### config.mk
export PLATFORM = sky130hd
export DESIGN_NAME = pfsc_ctrl
export DESIGN_NICKNAME = d
export VERILOG_FILES = /design/src/sv/pfsc_pkg.sv /design/src/sv/pfsc_ctrl.sv
export SDC_FILE = /design/constraint.sdc
export NUM_CORES = 1
export LEC_CHECK = 0
export BUFFER_PORTS_ARGS = -buffer_cell sky130_fd_sc_hd__buf_2
export CAP_MARGIN = 5
export CORE_UTILIZATION = 23
export DETAILED_ROUTE_END_ITERATION = 8
export HOLD_SLACK_MARGIN = 0.15
export PLACE_DENSITY = 0.4
export SLEW_MARGIN = 20
export SYNTH_ARGS = -nofsm -noshare
export SYNTH_HDL_FRONTEND = slang
export SYNTH_SLANG_ARGS = --single-unit
### constraint.sdc
create_clock -name clk -period 7.7 [get_ports clk]
set_input_delay 0.385 -clock clk [delete_from_list [all_inputs] [get_ports clk]]
set_output_delay 0.385 -clock clk [all_outputs]
set_load 0.01 [all_outputs]
### src/sv/pfsc_pkg.sv
`timescale 1ns / 1ps

package pfsc_pkg;

  // Flow table geometry
  localparam int TABLE_ENTRIES = 64;
  localparam int IDX_W         = $clog2(TABLE_ENTRIES);
  localparam int FILL_W        = $clog2(TABLE_ENTRIES + 1);

  localparam int KEY_W = 32;
  localparam int CNT_W = 32;

  // Count that restarts a flow; a restart leaves START_COUNT + 1 as the expectation
  localparam logic [CNT_W-1:0] START_COUNT = CNT_W'(1);

  typedef enum logic [2:0] {
    ST_IN_ORDER      = 3'd0,
    ST_NEW_FLOW      = 3'd1,
    ST_RESTART       = 3'd2,
    ST_MISMATCH      = 3'd3,
    ST_MISMATCH_ZERO = 3'd4,
    ST_FULL          = 3'd5
  } status_t;

  // Table access request from the sequencer
  typedef struct packed {
    logic             rd_en;
    logic [IDX_W-1:0] rd_addr;
    logic             wr_en;
    logic [IDX_W-1:0] wr_addr;
    logic [KEY_W-1:0] wr_key;
    logic [CNT_W-1:0] wr_exp;
  } mem_req_t;

  // Sequencer status seen by the top level
  typedef struct packed {
    logic              busy;
    logic [FILL_W-1:0] fill_level;
  } ctrl_stat_t;

endpackage

### src/sv/pfsc_ctrl.sv
`timescale 1ns / 1ps

module pfsc_ctrl
  import pfsc_pkg::*;
(
  input  logic             clk,
  input  logic             rst,
  input  logic             in_valid,
  output logic             in_stall,
  input  logic [KEY_W-1:0] flow_id,
  input  logic [CNT_W-1:0] seq_count,
  input  logic             restart_enable,
  output logic             out_valid,
  input  logic             out_stall,
  output logic [2:0]       status,
  output logic [CNT_W-1:0] expected_count,
  output mem_req_t         mem_req,
  input  logic [KEY_W-1:0] rd_key,
  input  logic [CNT_W-1:0] rd_exp,
  output ctrl_stat_t       ctrl_stat
);

  typedef enum logic [2:0] {
    S_IDLE   = 3'b001,
    S_SCAN   = 3'b010,
    S_DECIDE = 3'b100
  } state_t;

  state_t            state, state_next;
  logic [KEY_W-1:0]  key_r;
  logic [CNT_W-1:0]  cnt_r;
  logic [FILL_W-1:0] scan_cnt;
  logic [FILL_W-1:0] fill_level;
  logic              pend;
  logic [IDX_W-1:0]  pend_idx;
  logic              hit_r;
  logic [IDX_W-1:0]  slot_r;
  logic [CNT_W-1:0]  exp_r;

  logic    accept;
  logic    scan_more;
  logic    hit;
  logic    scan_done;
  logic    can_emit;
  logic    table_full;
  status_t status_next;

  assign accept     = in_valid && !in_stall;
  assign scan_more  = (scan_cnt != fill_level);
  assign hit        = pend && (rd_key == key_r);
  assign scan_done  = !scan_more && !pend;
  assign can_emit   = !out_valid || !out_stall;
  assign table_full = (fill_level == FILL_W'(TABLE_ENTRIES));
  assign in_stall   = rst || (state != S_IDLE);

  assign ctrl_stat.busy       = (state != S_IDLE);
  assign ctrl_stat.fill_level = fill_level;

  // Classify the request from the lookup outcome
  always_comb begin
    priority if (!hit_r) begin
      status_next = table_full ? ST_FULL : ST_NEW_FLOW;
    end else if (cnt_r == exp_r) begin
      status_next = ST_IN_ORDER;
    end else if (restart_enable && (cnt_r == START_COUNT)) begin
      status_next = ST_RESTART;
    end else if (cnt_r == '0) begin
      status_next = ST_MISMATCH_ZERO;
    end else begin
      status_next = ST_MISMATCH;
    end
  end

  // Drive table reads during the scan and the single update write
  always_comb begin
    mem_req.rd_en   = (state == S_SCAN) && scan_more;
    mem_req.rd_addr = scan_cnt[IDX_W-1:0];
    mem_req.wr_en   = 1'b0;
    mem_req.wr_addr = slot_r;
    mem_req.wr_key  = key_r;
    mem_req.wr_exp  = exp_r + CNT_W'(1);
    if ((state == S_DECIDE) && can_emit) begin
      unique case (status_next)
        ST_NEW_FLOW: begin
          mem_req.wr_en   = 1'b1;
          mem_req.wr_addr = fill_level[IDX_W-1:0];
          mem_req.wr_exp  = cnt_r + CNT_W'(1);
        end
        ST_IN_ORDER: begin
          mem_req.wr_en = 1'b1;
        end
        ST_RESTART: begin
          mem_req.wr_en  = 1'b1;
          mem_req.wr_exp = START_COUNT + CNT_W'(1);
        end
        default: begin
          mem_req.wr_en = 1'b0;
        end
      endcase
    end
  end

  // Next state
  always_comb begin
    state_next = state;
    unique case (state)
      S_IDLE:   if (accept) state_next = S_SCAN;
      S_SCAN:   if (hit || scan_done) state_next = S_DECIDE;
      S_DECIDE: if (can_emit) state_next = S_IDLE;
      default:  state_next = S_IDLE;
    endcase
  end

  // Sequencer control state
  always_ff @(posedge clk) begin
    if (rst) begin
      state      <= S_IDLE;
      fill_level <= '0;
      pend       <= 1'b0;
      out_valid  <= 1'b0;
    end else begin
      state <= state_next;
      pend  <= (state == S_SCAN) && scan_more && !hit;
      if ((state == S_DECIDE) && can_emit && (status_next == ST_NEW_FLOW)) begin
        fill_level <= fill_level + FILL_W'(1);
      end
      if ((state == S_DECIDE) && can_emit) begin
        out_valid <= 1'b1;
      end else if (!out_stall) begin
        out_valid <= 1'b0;
      end
    end
  end

  // Capture request, walk the table, hold the result
  always_ff @(posedge clk) begin
    if (accept) begin
      key_r    <= flow_id;
      cnt_r    <= seq_count;
      scan_cnt <= '0;
    end
    if ((state == S_SCAN) && scan_more) begin
      scan_cnt <= scan_cnt + FILL_W'(1);
      pend_idx <= scan_cnt[IDX_W-1:0];
    end
    if ((state == S_SCAN) && hit) begin
      hit_r  <= 1'b1;
      slot_r <= pend_idx;
      exp_r  <= rd_exp;
    end else if ((state == S_SCAN) && scan_done) begin
      hit_r <= 1'b0;
      exp_r <= '0;
    end
    if ((state == S_DECIDE) && can_emit) begin
      status         <= status_next;
      expected_count <= exp_r;
    end
  end

endmodule

== Word-level counts from Yosys, hierarchy flattened ==
Cells that the tools add are included.

* Register bits after elaboration: 163
* Bits of input ports: 133
* Output and inout port bits: 123
* Logic and storage cells: 77

* Add/sub/neg operators: 4
* Equal/unequal tests: 15
* Muxes and demuxes: 20
* Reductions and logical operators: 25

{| class="wikitable"
|+ Operators by type and width
! kind !! number
|-
| $mux W32 || 3
|-
| $add A32 B1 Y32 const B || 2
|-
| $eq A32 B32 Y1 || 2
|-
| $pmux W32 S2 || 1
|-
| $eq A32 B1 Y1 const B || 1
|-
| $logic_not A32 Y1 || 1
|-
| $mux W3 || 8
|-
| $mux W7 || 3
|-
| $add A7 B1 Y7 const B || 2
|-
| $logic_and A1 B1 Y1 || 10
|-
| $pmux W3 S3 || 1
|-
| $eq A7 B7 Y1 const B || 1
|-
| $ne A7 B7 Y1 || 1
|-
| $eq A3 B1 Y1 const B || 2
|-
| $eq A3 B2 Y1 const B || 2
|-
| $logic_not A1 Y1 || 6
|-
| $mux W6 || 1
|-
| $ne A2 B1 Y1 const B || 2
|-
| $ne A2 B2 Y1 const B || 2
|-
| $reduce_bool A2 Y1 || 2
|-
| $eq A3 B3 Y1 const B || 1
|-
| $logic_not A3 Y1 || 1
|-
| $logic_or A1 B1 Y1 || 3
|-
| $mux W1 || 3
|-
| 3 further kinds || 3
|}

== Longest topological paths before layout ==
* Depth after elaboration: 9
* Mapped depth: 10

== Least setup slack after synthesis ==
OpenSTA, ideal clock, no wires.

* Kind: register to register
* Start: register state[0]
* End: register scan_cnt[0], enable pin
* Arrival time: 6.005 ns
* Required time: 7.374 ns
* Path slack: 1.369 ns
* Stages on the path, launching flop included: 5
* Buffers on the path: 1
* Cells stage by stage: dfxtp_1 > or3b_2 > clkbuf_1 > nor3_1 > or2_1

{| class="wikitable"
|+ RTL lines
! what !! line !! source
|-
| start, declared || pfsc_ctrl.sv:29 || <nowiki>state_t state, state_next;</nowiki>
|-
| start signal, assigned || pfsc_ctrl.sv:122 || <nowiki>state <= state_next;</nowiki>
|-
| end signal, assigned || pfsc_ctrl.sv:143 || <nowiki>scan_cnt <= scan_cnt + FILL_W'(1);</nowiki>
|-
| end, declared || pfsc_ctrl.sv:32 || <nowiki>logic [FILL_W-1:0] scan_cnt;</nowiki>
|}

==> out/results.md <==
| Quantity | Reported |
|:---|:---|
| Run status | completed |
| HPWL after detailed placement | 22.3 mm |
| Synthesized-area fraction occupied by adder cells | 1.03% |
| Async set-or-reset flop fraction in the synthesized netlist | 0% |
| Mean cell area of the mapped netlist | 11.4 µm² |
| Worst slack at placement | 4.16 ns |
| Initial Util | 23.3% |
| GRT busiest layer | met2 |
| Fin crit share | 51.6% |
| Total negative setup slack | 0 ns |
| Total power divided by cell area | 234 nW/µm² |
| Maximum net fanout on the critical path | 16 |
| Nature of the critical path endpoint | primary output |
| Fraction of final layout cells with drive strength greater than 1 | 29.0% |
| Hold/Removal Path Class | in -> reg |
| Reg-to-Reg Start | key_r[13]$_DFFE_PP_ |
| GRT met2 Usage | 26.7% |
| Buffer cell driving the clock tree root | clkbuf_16 |
| Global-route wire length before repair | 44.1 mm |
| Post-Syn Area | 8500 µm² |
| Number of storage elements in the synthesis netlist | 163 |
| Critical path launch point | cnt_r[22]$_DFFE_PP_ |
| Number of H-tree levels | 4 |
| Nets | 1,185 |
| Final Routed Wirelength | 29.7 mm |
| Total global routing track utilization | 15.9% |
| Maximum vdd drop | 0.153 mV |
| MaxCap Viol Count | 0 |
| Worst endpoint required time | 7.32 ns |
| Top Family by Delay on Critical Path | simple AND/OR/NAND/NOR gates |
| Met1 Use GR | 19.4% |
| Slowest CP cell | nor4_1 |
| Maximum number of pins on one net before global-route repair | 46 |
| CTS max path bufs | 2 |
| Share of the yosys chip area belonging to registers | 56.0% |
| Crit path DAT | 3.59 ns |
| Row cnt | 70 |
| Number of top-level pins | 256 |
| Count of flip-flops with a built-in enable after synthesis | 150 |
| Count of instances resized after the clock tree is built | 0 |
| Vias in the first global route | 7,106 |
| Grt total ovfl | 0 |
| Xor/xnor cell area share of the yosys netlist | 12.1% |
| Port Buf Inserts | 255 |
| Horizontal extent of the die | 194 µm |
| Skew-Pair Late Insertion Delay | 0.45 ns |
| Critical-path cell list | xnor2_1 > nand4_1 > nor4_1 > a211oi_4 > buf_4 > o31ai_1 > buf_2 |
| Worst-Margin Slew | 0.890 ns |
| Final-layout fill cell count | 3,799 |
| WP buf/inv | 2 |
| Final max-slew violation count | 0 |
| Post-synthesis mux area share | 0.236% |
| DIE HEIGHT | 194 µm |
| Vias per cell | 4.53 |
| Library cells used by synthesis | 52 |
| Residual antenna-violating net count after detailed routing | 0 |
| Hold path startpoint | rd_exp[26] |
| First DRT Iteration DRCs | 453 |
| Slowest Stage Delay on Critical Path | 0.81 ns |
| Core region area | 36,500 µm² |
| Clock edge transition at the registers on the reported setup and hold paths | 0.07 ns |
| Static leakage power | 4.33 nW |
| Layout-stage area growth over the synthesis result | 34.3% |
| Rel. slew slack | 40.1% |
| Number of warnings issued by yosys | 0 |
| Number of instances in the synthesized netlist | 748 |
| Fraction of the mapped netlist area in compound gates | 7.11% |
| Minimum period implied by the final worst setup slack | 3.97 ns |
| Type of element launching the critical path | flop |
| Total DRC errors in the routed layout | 0 |
| Net count of the mapped netlist | 888 |
| Maximum clock skew at final layout | 0.0165 ns |
| Synth Flop Type | edfxtp_1 |
| Hold Violations, Final | 0 |
| Post-synthesis simple-gate area fraction | 19.8% |
| Met3 Resource Use GR | 4.75% |
| Dominant combinational cell family by area after synthesis | simple AND/OR/NAND/NOR gates |
| Final setup margin | 3.73 ns |
| Max Freq | 252 MHz |
| Vias post-DR | 6,914 |
| Sinks on Clock Net | 163 |
| Area enclosed by the die boundary | 37,700 µm² |
| Average routed wire per standard cell | 19.4 µm |
| Unrepaired setup endpoints after global routing | false |
| Final setup vio count | 0 |
| Gp weighted congestion | 0.779 |
| Drt first pass iters | 5 |
| Critical path class | reg -> out |
| Clock tree from TritonCTS | done |
| Number of buffers created by CTS | 17 |
| Initial antenna violation count | 3 |
[registers in the layout (all words and copies together), names as in the netlist]
signal	flops
pend_idx	6
out_valid	1
cnt_r	32
slot_r	6
exp_r	32
status	3
hit_r	1
state	3
pend	1
key_r	32
expected_count	32
fill_level	7
scan_cnt	7
[power by group]
group	switching [mW]	internal [mW]	leakage, nW
logic	0.321	0.230	2.48
clock network	0.377	0.441	0.262
registers	0.155	1.14	1.58
[timing repair]
action,CTS,global route
endpoints found under the setup margin,0,0
endpoints found under the hold margin,63,1
buffers inserted,0,0
hold buffers,63,1
[routing by layer]
metal,vias to the layer above,wire (µm)
li1,3364,-
met5,-,31
met4,4,585
met1,3265,12800
met2,250,14300
met3,31,1950
[layout by cell type (no fill, tap or decap), types with 3 or more instances in the layout]
cell           netlist  routed
a211oi_1             5       4
a21oi_1             14      12
a41o_1               3       3
and2_1              37      37
and3_1               6       6
and4_1               5       5
buf_2               22     255
buf_4                7       8
clkbuf_16            0      18
clkinv_2             0       4
clkinvlp_4           0       4
dfxtp_1             13      13
dlygate4sd3_1        0      64
edfxtp_1           150     150
ha_1                 7       7
inv_1               18      18
nand2_1             61      61
nand2b_1             8       8
nand3_1             34      34
nand3b_1             3       3
nand4_1             30      30
nor2_1              28      28
nor3_1              15      14
nor3_2               3       4
nor3b_1              3       3
nor4_1              40      39
o21ai_0             21      21
o22ai_1             15      15
o31a_1              12      12
o31ai_1             13      13
or3_1                8       8
or3b_2               3       3
or4_1                7       7
xnor2_1             57      57
xor2_1              60      60
[area by class of cell]
class / count / area [µm²] / share of cell area (%)
sequential: 163 / 4760 / 41.7
multi-input combinational: 518 / 3470 / 30.4
clock buffer: 21 / 472 / 4.13
tap: 468 / 586 / 5.13
timing repair buffer: 327 / 1980 / 17.3
clock inverter: 11 / 78.8 / 0.691
antenna: 1 / 2.50 / 0.0219
inverter: 18 / 67.6 / 0.592
[cells in the mapped netlist, types with 2 or more instances]
library cell | n | area (µm²)
nor3_1 | 15 | 75.1
dfxtp_1 | 13 | 260
or4_1 | 7 | 52.6
buf_4 | 7 | 52.6
nand2b_1 | 8 | 50.1
xor2_1 | 60 | 526
or3b_2 | 3 | 26.3
ha_1 | 7 | 87.6
o21ai_0 | 21 | 105
buf_2 | 22 | 110
nor3b_1 | 3 | 22.5
nor3_2 | 3 | 30.0
nand3b_1 | 3 | 22.5
clkbuf_2 | 2 | 10.0
or4b_1 | 2 | 20.0
edfxtp_1 | 150 | 4500
nor2_1 | 28 | 105
nand4_1 | 30 | 188
nor4_1 | 40 | 250
and3_1 | 6 | 37.5
a211oi_1 | 5 | 37.5
nand3_1 | 34 | 170
o21a_1 | 2 | 15.0
a21oi_1 | 14 | 70.1
mux2i_1 | 2 | 20.0
a41o_1 | 3 | 30.0
and2_1 | 37 | 231
o31ai_1 | 13 | 97.6
inv_1 | 18 | 67.6
o31a_1 | 12 | 105
nand2_1 | 61 | 229
and4_1 | 5 | 43.8
o22ai_1 | 15 | 93.8
clkbuf_1 | 16 | 60.1
or3_1 | 8 | 50.1
xnor2_1 | 57 | 499
[final timing paths]
kind	to	slack, ns	cells past startpoint
worst max-delay path	mem_req[18]	3.73	7
worst max register to register	exp_r[13]$_SDFFCE_PN0P_	4.72	6
worst min register to register	slot_r[4]$_DFFE_PP_	0.42	0
worst min-delay path	exp_r[26]$_SDFFCE_PN0P_	0.21	2
[logic make-up after synthesis]
family / Yosys count
buffers and inverters: 67
AOI/OAI and AO/OA: 91
and+or+nand+nor: 301
muxes: 2
DFF: 163
xor gates and xnor gates: 117
adders and majority gates: 7
[metrics by stage]
step / instances / power [mW] / hold slack [ns] / utilization [%] / area (µm²)
6_report: 1527 / 2.67 / 0.214 / 31.3 / 11400
5_1_grt: 1527 / 2.81 / 0.198 / 31.3 / 11400
4_1_cts: 1525 / 2.72 / 0.154 / 31.2 / 11400
3_5_place_dp: 1430 / 1.86 / 0.407 / 28.0 / 10200
3_3_place_gp: 1430 / 1.86 / 0.405 / 28.0 / 10200
2_1_floorplan: 748 / 1.63 / 0.400 / - / 8500
Power figures use the tool's default switching activity.
